===== src/pal_pkg.sv =====
// ----------------------------------------------------------------------------
// Positional array list package
// Shared types, codes and constants for the list controller and datapath.
// ----------------------------------------------------------------------------
package pal_pkg;

    localparam int DEPTH_DEFAULT = 64;
    localparam logic [6:0] CAP_RESET = 7'd64;

    localparam logic [1:0] OP_INSERT = 2'd0;
    localparam logic [1:0] OP_DELETE = 2'd1;
    localparam logic [1:0] OP_FIND   = 2'd2;

    localparam logic [1:0] ST_OK       = 2'd0;
    localparam logic [1:0] ST_FULL     = 2'd1;
    localparam logic [1:0] ST_RANGE    = 2'd2;
    localparam logic [1:0] ST_NOTFOUND = 2'd3;

    typedef struct packed {
        logic [1:0]         opcode;
        logic [6:0]         position;
        logic signed [31:0] value;
    } req_t;

    typedef struct packed {
        logic [1:0] status;
        logic [5:0] found_position;
        logic [6:0] entry_count;
    } res_t;

    typedef enum logic [3:0] {
        S_IDLE,
        S_EVAL,
        S_INS_CHK,
        S_INS_WR,
        S_DEL_CHK,
        S_DEL_WR,
        S_FIND_CHK,
        S_FIND_CMP
    } state_t;

    typedef enum logic [1:0] {
        RD_PREV,
        RD_NEXT,
        RD_CUR
    } rd_sel_t;

    typedef struct packed {
        logic       load;
        logic       idx_load_count;
        logic       idx_load_pos;
        logic       idx_clear;
        logic       idx_inc;
        logic       idx_dec;
        logic       rd_en;
        rd_sel_t    rd_sel;
        logic       wr_shift;
        logic       wr_val;
        logic       cnt_inc;
        logic       cnt_dec;
        logic       res_valid;
        logic [1:0] res_status;
        logic       res_found;
    } dp_cmd_t;

    typedef struct packed {
        logic [1:0] op;
        logic       full;
        logic       ins_range;
        logic       del_range;
        logic       ins_more;
        logic       del_more;
        logic       find_more;
        logic       hit;
    } dp_stat_t;

endpackage


===== src/positional_array_list.sv =====
// ----------------------------------------------------------------------------
// Positional array list
// Ordered list of signed 32-bit values with insert, delete and find requests.
// ----------------------------------------------------------------------------
// A request is taken when start is high and busy is low; its single result
// appears on result for one cycle with result_valid high and cannot be held
// off, so the receiver must capture it then. Entries sit in a memory, and
// every moved entry is read and then written back, while every searched
// entry is read and then compared. A rejected request or an unused opcode
// is answered from the evaluation state. An insert at position p with n
// entries moves n - p entries up and a delete moves n - p - 1 entries down.
// A find examines entries from position 0 until one matches or all n
// entries have been examined, and reports not found in the latter case.
// Busy drops in the cycle the result is shown. The capacity register takes
// a write while the block is idle; it resets to 64.
module positional_array_list #(
    parameter int DEPTH = pal_pkg::DEPTH_DEFAULT
) (
    input  logic          clk,
    input  logic          rst_n,
    input  logic          start,
    output logic          busy,
    input  pal_pkg::req_t request,
    output logic          result_valid,
    output pal_pkg::res_t result,
    input  logic          cfg_valid,
    output logic          cfg_ready,
    input  logic [6:0]    cfg_data
);
    import pal_pkg::*;

    dp_cmd_t  cmd;
    dp_stat_t stat;

    assign cfg_ready = !busy;

    pal_ctrl u_ctrl (
        .clk   (clk),
        .rst_n (rst_n),
        .start (start),
        .busy  (busy),
        .stat  (stat),
        .cmd   (cmd)
    );

    pal_dp #(
        .DEPTH (DEPTH)
    ) u_dp (
        .clk          (clk),
        .rst_n        (rst_n),
        .request      (request),
        .cfg_valid    (cfg_valid),
        .cfg_ready    (cfg_ready),
        .cfg_data     (cfg_data),
        .cmd          (cmd),
        .stat         (stat),
        .result_valid (result_valid),
        .result       (result)
    );

endmodule


===== src/pal_ctrl.sv =====
// ----------------------------------------------------------------------------
// Positional array list controller
// Sequences the checks, shift loops and search loop of one request.
// ----------------------------------------------------------------------------
module pal_ctrl (
    input  logic              clk,
    input  logic              rst_n,
    input  logic              start,
    output logic              busy,
    input  pal_pkg::dp_stat_t stat,
    output pal_pkg::dp_cmd_t  cmd
);
    import pal_pkg::*;

    state_t state_reg;
    state_t state_next;

    always_ff @(posedge clk or negedge rst_n)
    begin
        if (!rst_n)
        begin
            state_reg <= S_IDLE;
        end
        else
        begin
            state_reg <= state_next;
        end
    end

    assign busy = (state_reg != S_IDLE);

    always_comb
    begin
        cmd        = '0;
        cmd.rd_sel = RD_CUR;
        state_next = state_reg;
        unique case (state_reg)
            S_IDLE:
            begin
                if (start)
                begin
                    cmd.load   = 1'b1;
                    state_next = S_EVAL;
                end
            end
            S_EVAL:
            begin
                unique case (stat.op)
                    OP_INSERT:
                    begin
                        if (stat.full)
                        begin
                            cmd.res_valid  = 1'b1;
                            cmd.res_status = ST_FULL;
                            state_next     = S_IDLE;
                        end
                        else if (stat.ins_range)
                        begin
                            cmd.res_valid  = 1'b1;
                            cmd.res_status = ST_RANGE;
                            state_next     = S_IDLE;
                        end
                        else
                        begin
                            cmd.idx_load_count = 1'b1;
                            state_next         = S_INS_CHK;
                        end
                    end
                    OP_DELETE:
                    begin
                        if (stat.del_range)
                        begin
                            cmd.res_valid  = 1'b1;
                            cmd.res_status = ST_RANGE;
                            state_next     = S_IDLE;
                        end
                        else
                        begin
                            cmd.idx_load_pos = 1'b1;
                            state_next       = S_DEL_CHK;
                        end
                    end
                    OP_FIND:
                    begin
                        cmd.idx_clear = 1'b1;
                        state_next    = S_FIND_CHK;
                    end
                    default:
                    begin
                        cmd.res_valid  = 1'b1;
                        cmd.res_status = ST_OK;
                        state_next     = S_IDLE;
                    end
                endcase
            end
            S_INS_CHK:
            begin
                if (stat.ins_more)
                begin
                    cmd.rd_en  = 1'b1;
                    cmd.rd_sel = RD_PREV;
                    state_next = S_INS_WR;
                end
                else
                begin
                    cmd.wr_val     = 1'b1;
                    cmd.cnt_inc    = 1'b1;
                    cmd.res_valid  = 1'b1;
                    cmd.res_status = ST_OK;
                    state_next     = S_IDLE;
                end
            end
            S_INS_WR:
            begin
                cmd.wr_shift = 1'b1;
                cmd.idx_dec  = 1'b1;
                state_next   = S_INS_CHK;
            end
            S_DEL_CHK:
            begin
                if (stat.del_more)
                begin
                    cmd.rd_en  = 1'b1;
                    cmd.rd_sel = RD_NEXT;
                    state_next = S_DEL_WR;
                end
                else
                begin
                    cmd.cnt_dec    = 1'b1;
                    cmd.res_valid  = 1'b1;
                    cmd.res_status = ST_OK;
                    state_next     = S_IDLE;
                end
            end
            S_DEL_WR:
            begin
                cmd.wr_shift = 1'b1;
                cmd.idx_inc  = 1'b1;
                state_next   = S_DEL_CHK;
            end
            S_FIND_CHK:
            begin
                if (stat.find_more)
                begin
                    cmd.rd_en  = 1'b1;
                    cmd.rd_sel = RD_CUR;
                    state_next = S_FIND_CMP;
                end
                else
                begin
                    cmd.res_valid  = 1'b1;
                    cmd.res_status = ST_NOTFOUND;
                    state_next     = S_IDLE;
                end
            end
            S_FIND_CMP:
            begin
                if (stat.hit)
                begin
                    cmd.res_valid  = 1'b1;
                    cmd.res_status = ST_OK;
                    cmd.res_found  = 1'b1;
                    state_next     = S_IDLE;
                end
                else
                begin
                    cmd.idx_inc = 1'b1;
                    state_next  = S_FIND_CHK;
                end
            end
            default:
            begin
                state_next = S_IDLE;
            end
        endcase
    end

endmodule


===== src/pal_dp.sv =====
// ----------------------------------------------------------------------------
// Positional array list datapath
// Entry memory, count, capacity register, walk index and result register.
// ----------------------------------------------------------------------------
module pal_dp #(
    parameter int DEPTH = pal_pkg::DEPTH_DEFAULT
) (
    input  logic              clk,
    input  logic              rst_n,
    input  pal_pkg::req_t     request,
    input  logic              cfg_valid,
    input  logic              cfg_ready,
    input  logic [6:0]        cfg_data,
    input  pal_pkg::dp_cmd_t  cmd,
    output pal_pkg::dp_stat_t stat,
    output logic              result_valid,
    output pal_pkg::res_t     result
);
    import pal_pkg::*;

    localparam int AW   = $clog2(DEPTH);
    localparam int CW   = $clog2(DEPTH + 1);
    localparam int CMPW = (CW > 7) ? CW : 7;
    localparam logic [CMPW-1:0] DEPTH_C = CMPW'(DEPTH);

    logic [31:0]   mem [DEPTH];
    logic [31:0]   rdata_reg;
    logic [1:0]    op_reg;
    logic [6:0]    pos_reg;
    logic [31:0]   val_reg;
    logic [CW-1:0] idx_reg;
    logic [CW-1:0] idx_next;
    logic [CW-1:0] count_reg;
    logic [CW-1:0] count_next;
    logic [6:0]    cap_reg;
    logic          result_valid_reg;
    res_t          result_reg;

    logic [CMPW-1:0] pos_ext;
    logic [CMPW-1:0] idx_ext;
    logic [CMPW-1:0] count_ext;
    logic [CMPW-1:0] count_next_ext;
    logic [CMPW-1:0] cap_ext;
    logic [CW-1:0]   rd_idx;
    logic [AW-1:0]   wr_addr;
    logic [31:0]     wr_data;

    assign pos_ext        = CMPW'(pos_reg);
    assign idx_ext        = CMPW'(idx_reg);
    assign count_ext      = CMPW'(count_reg);
    assign count_next_ext = CMPW'(count_next);
    assign cap_ext        = CMPW'(cap_reg);

    always_comb
    begin
        stat.op        = op_reg;
        stat.full      = (count_ext >= cap_ext) || (count_ext >= DEPTH_C);
        stat.ins_range = (pos_ext > count_ext);
        stat.del_range = (pos_ext >= count_ext);
        stat.ins_more  = (idx_ext > pos_ext);
        stat.del_more  = ((idx_ext + CMPW'(1)) < count_ext);
        stat.find_more = (idx_ext < count_ext);
        stat.hit       = (rdata_reg == val_reg);
    end

    always_comb
    begin
        case (cmd.rd_sel)
            RD_PREV: rd_idx = idx_reg - CW'(1);
            RD_NEXT: rd_idx = idx_reg + CW'(1);
            default: rd_idx = idx_reg;
        endcase
        if (cmd.wr_val)
        begin
            wr_addr = pos_ext[AW-1:0];
            wr_data = val_reg;
        end
        else
        begin
            wr_addr = idx_reg[AW-1:0];
            wr_data = rdata_reg;
        end
    end

    always_ff @(posedge clk)
    begin
        if (cmd.wr_shift || cmd.wr_val)
        begin
            mem[wr_addr] <= wr_data;
        end
        if (cmd.rd_en)
        begin
            rdata_reg <= mem[rd_idx[AW-1:0]];
        end
    end

    always_ff @(posedge clk)
    begin
        if (cmd.load)
        begin
            op_reg  <= request.opcode;
            pos_reg <= request.position;
            val_reg <= request.value;
        end
    end

    always_comb
    begin
        idx_next = idx_reg;
        if (cmd.idx_load_count)
        begin
            idx_next = count_reg;
        end
        else if (cmd.idx_load_pos)
        begin
            idx_next = pos_ext[CW-1:0];
        end
        else if (cmd.idx_clear)
        begin
            idx_next = '0;
        end
        else if (cmd.idx_inc)
        begin
            idx_next = idx_reg + CW'(1);
        end
        else if (cmd.idx_dec)
        begin
            idx_next = idx_reg - CW'(1);
        end

        count_next = count_reg;
        if (cmd.cnt_inc)
        begin
            count_next = count_reg + CW'(1);
        end
        else if (cmd.cnt_dec)
        begin
            count_next = count_reg - CW'(1);
        end
    end

    always_ff @(posedge clk)
    begin
        idx_reg <= idx_next;
        if (cmd.res_valid)
        begin
            result_reg.status         <= cmd.res_status;
            result_reg.found_position <= cmd.res_found ? idx_ext[5:0] : 6'd0;
            result_reg.entry_count    <= count_next_ext[6:0];
        end
    end

    always_ff @(posedge clk or negedge rst_n)
    begin
        if (!rst_n)
        begin
            count_reg        <= '0;
            cap_reg          <= CAP_RESET;
            result_valid_reg <= 1'b0;
        end
        else
        begin
            count_reg        <= count_next;
            result_valid_reg <= cmd.res_valid;
            if (cfg_valid && cfg_ready)
            begin
                cap_reg <= cfg_data;
            end
        end
    end

    assign result_valid = result_valid_reg;
    assign result       = result_reg;

endmodule


===== config.mk =====
export PLATFORM = sky130hd
export DESIGN_NAME = positional_array_list
export DESIGN_NICKNAME = d
export VERILOG_FILES = /design/src/pal_pkg.sv /design/src/positional_array_list.sv /design/src/pal_ctrl.sv /design/src/pal_dp.sv
export SDC_FILE = /design/constraint.sdc
export NUM_CORES = 2
export LEC_CHECK = 0
export ABC_CLOCK_PERIOD_IN_PS = 5240
export BUFFER_PORTS_ARGS = -buffer_cell sky130_fd_sc_hd__buf_2
export CELL_PAD_IN_SITES_DETAIL_PLACEMENT = 0
export CELL_PAD_IN_SITES_GLOBAL_PLACEMENT = 1
export CORE_MARGIN = 5
export CORE_UTILIZATION = 49
export DETAILED_ROUTE_END_ITERATION = 10
export GPL_ROUTABILITY_DRIVEN = 0
export PLACE_DENSITY = 0.78
export SLEW_MARGIN = 40
export SYNTH_ARGS = -nofsm -noshare
export SYNTH_HDL_FRONTEND = slang
export SYNTH_SLANG_ARGS = --single-unit

===== constraint.sdc =====
create_clock -name clk -period 5.24 [get_ports clk]
set_clock_uncertainty 0.15 [all_clocks]
set_input_delay 1.31 -clock clk [delete_from_list [all_inputs] [get_ports clk]]
set_output_delay 1.31 -clock clk [all_outputs]
set_load 0.02 [all_outputs]

==> impl_metrics.env <==
export IMPL_status="finished clean"
export IMPL_dpl_cell_area_um2=94200
export IMPL_synthXorXnorAreaFrac=0.00504
export IMPL_synthesis_area_um2=86900
export IMPL_clock_latency_ns=0.87
export IMPL_synth_cell_type_count=91
export IMPL_worstMarginPinSlew_ns=0.947
export IMPL_nets=5980
export IMPL_path_cells="inv_1, nor3_1, nand3_1, xor2_1, inv_1, ha_1, and4_2, o221ai_1, a21oi_2, buf_4, buf_6, o21ai_4, buf_4, a211oi_4, buf_12, nand3_1, a31oi_1, o21ai_1, o22a_1"
export IMPL_syn_area_per_cell_um2=15.8
export IMPL_post_dp_hpwl_mm=163
export IMPL_synth_compound_area_share=0.0807
export IMPL_synth_nets=5600
export IMPL_required_ns=5.68
export IMPL_core_rowCount=154
export IMPL_layout_min_cycle_time_ns=5.16
export IMPL_drv_cap=0
export IMPL_p_total_mw=71.8
export IMPL_critPathSlowestCell="a211oi_4"
export IMPL_grtUsageTotal=0.279
export IMPL_rsz0062_at_grt="true"
export IMPL_place_ws_ns=-0.588
export IMPL_drc=0
export IMPL_cp_max_fo=27
export IMPL_synth_top_flop_cell="edfxtp_1"
export IMPL_min_period_over_period=0.986
export IMPL_grt_pass1_vias=51900
export IMPL_dpl_cell_count=8002
export IMPL_setup_tns_ns=0
export IMPL_detail_route_antenna_nets=0
export IMPL_final_setup_viol_count=0
export IMPL_grt_ovfl_total=0
export IMPL_numCtsBuffers=213
export IMPL_clk_path_buf_depth=3
export IMPL_largest_register_ffs=2048
export IMPL_synth_adder_area_share=0.00533
export IMPL_clock_sinks=2161
export IMPL_coreArea_um2=176000
export IMPL_synth_simple_area_share=0.0770
export IMPL_final_util=0.575
export IMPL_antenna_found_initial=11
export IMPL_portBuffers=69
export IMPL_grt_pass1_wl_mm=374
export IMPL_leakage_nw=33.9
export IMPL_timing_fmax_mhz=194
export IMPL_clk_pin_slew_ns=0.06
export IMPL_dr_pass1_iters=6
export IMPL_ys_warn_count=0
export IMPL_wirelength_mm=263
export IMPL_timing_hold_ws_ns=0.238
export IMPL_start_util=0.493
export IMPL_hold_buffers=0
export IMPL_drv_slew=0
export IMPL_synth_edff_count=2143
export IMPL_fin_area_um2=101000
export IMPL_fin_ws_ns=0.0756
export IMPL_vias_per_cell=6.41
export IMPL_area_growth_pct=16.7
export IMPL_finalHoldViolations=0
export IMPL_mostFrequentLayoutCells="2,143 x edfxtp_1, 927 x nand2_1, 294 x buf_4"
export IMPL_die_w_um=431
export IMPL_die_area_um2=186000
export IMPL_cts_tree="yes"
export IMPL_cp_start_kind="register"
export IMPL_io_pins=70
export IMPL_worstSetupEndpointType="register"
export IMPL_first_iter_violations=8307
export IMPL_synth_top_family_by_area="compound AO/OA/AOI/OAI gates"
export IMPL_cp_data_arrival_time_ns=5.60
export IMPL_ir_drop_uv=521
export IMPL_num_vias=53900
export IMPL_syn_instance_count=5511
export IMPL_layout_commonest_cell="edfxtp_1"
export IMPL_crit_type="register to register"
export IMPL_crit_path_max_incr_delay_ns=0.47
export IMPL_relSlewSlack=0.366
export IMPL_ys_seq_elements=2161
export IMPL_hp_class="input pin to async pin"
export IMPL_grt_max_degree=72
export IMPL_drive_above_1_share=0.196
export IMPL_worstRegToRegCells=19
export IMPL_final_cells=8418
export IMPL_seq_area_frac_synth=0.746
export IMPL_ys_async_sr_fraction=0.00833
export IMPL_htreeDepth=4
export IMPL_synth_mux_area_frac=0.0622
export IMPL_cts_root_buf="clkbuf_16"
export IMPL_power_density_nw_per_um2=708
export IMPL_dieHeight_um=431
export IMPL_wl_per_cell_um=31.3
-- where the power goes --
part | internal, mW | switching, mW
Sequential | 22.5 | 0.479
Clock | 8.40 | 6.53
Combinational | 11.3 | 22.6
-- layout make-up --
type,count,area [µm²]
fill,13200,74900
sequential,2161,64800
multi-input combinational,2959,21000
timing repair buffer,524,5720
clock buffer,255,5510
tap,2340,2930
clock inverter,141,1320
inverter,32,120
antenna,6,15.0
-- synth_stat cells (39+ instances only) --
library cell	count	area share
o22ai_1	48	0.0035
nand2_1	965	0.042
mux2i_1	167	0.019
clkbuf_1	134	0.0058
a32oi_1	92	0.0093
mux4_2	149	0.039
xor2_1	39	0.0039
a211oi_1	125	0.011
nor3_1	43	0.0025
buf_2	122	0.0070
o21ai_0	64	0.0037
nor2_1	104	0.0045
edfxtp_1	2143	0.74
a31oi_1	118	0.0085
and3_1	112	0.0081
nand3_1	211	0.012
a21oi_1	193	0.011
a311oi_1	40	0.0040
-- path summary, 6_finish.rpt --
kind | from | end | slack [ns]
hold / removal | rst_n | u_dp.count_ext[1] | 0.24
max in group asynchronous | rst_n | u_dp.cap_ext[6] | 4.37
setup / recovery | u_dp.idx_ext[1] | u_dp.rdata_reg[29] | 0.08
setup reg to reg | u_dp.idx_ext[1] | u_dp.rdata_reg[29] | 0.08
min in group clk | u_dp.cap_ext[6] | u_dp.cap_ext[6] | 0.37
hold reg to reg | u_dp.cap_ext[6] | u_dp.cap_ext[6] | 0.37
-- per-layer routing --
metal / global-route usage / vias up / share of wire
met3: 0.0669 / 607 / 0.12
met2: 0.418 / 3558 / 0.45
met4: 0.144 / 8 / 0.059
met5: 0 / - / 0.00021
met1: 0.383 / 27300 / 0.37
li1: - / 22500 / -
-- worst max-delay path: cells and delay by family, from the launching register on --
kind	cells	cell delay, ns
adders and majority gates	1	0.29
DFF	1	0.44
AOI/OAI and AO/OA	7	1.98
xor gates and xnor gates	1	0.22
buffers and inverters	6	1.05
and+or+nand+nor	4	0.75
-- logic make-up (layout without fill, tap and decap cells) --
group / Yosys count / in the layout
buffers and inverters: 391 / 952
AO/OA/AOI/OAI: 993 / 993
multiplexers: 348 / 348
adder cells (fa/ha/maj): 37 / 37
flip-flops: 2161 / 2161
XOR/XNOR: 50 / 50
other: 0 / 6
AND/OR/NAND/NOR: 1531 / 1531
-- what timing repair did --
action,CTS,global route
cloned,0,1
endpoints found under the setup margin,14,32
hold endpoints to repair,0,0
gates resized for setup,18,29
pin swaps,5,7
buffers inserted,6,7
Power figures use the tool's default switching activity.
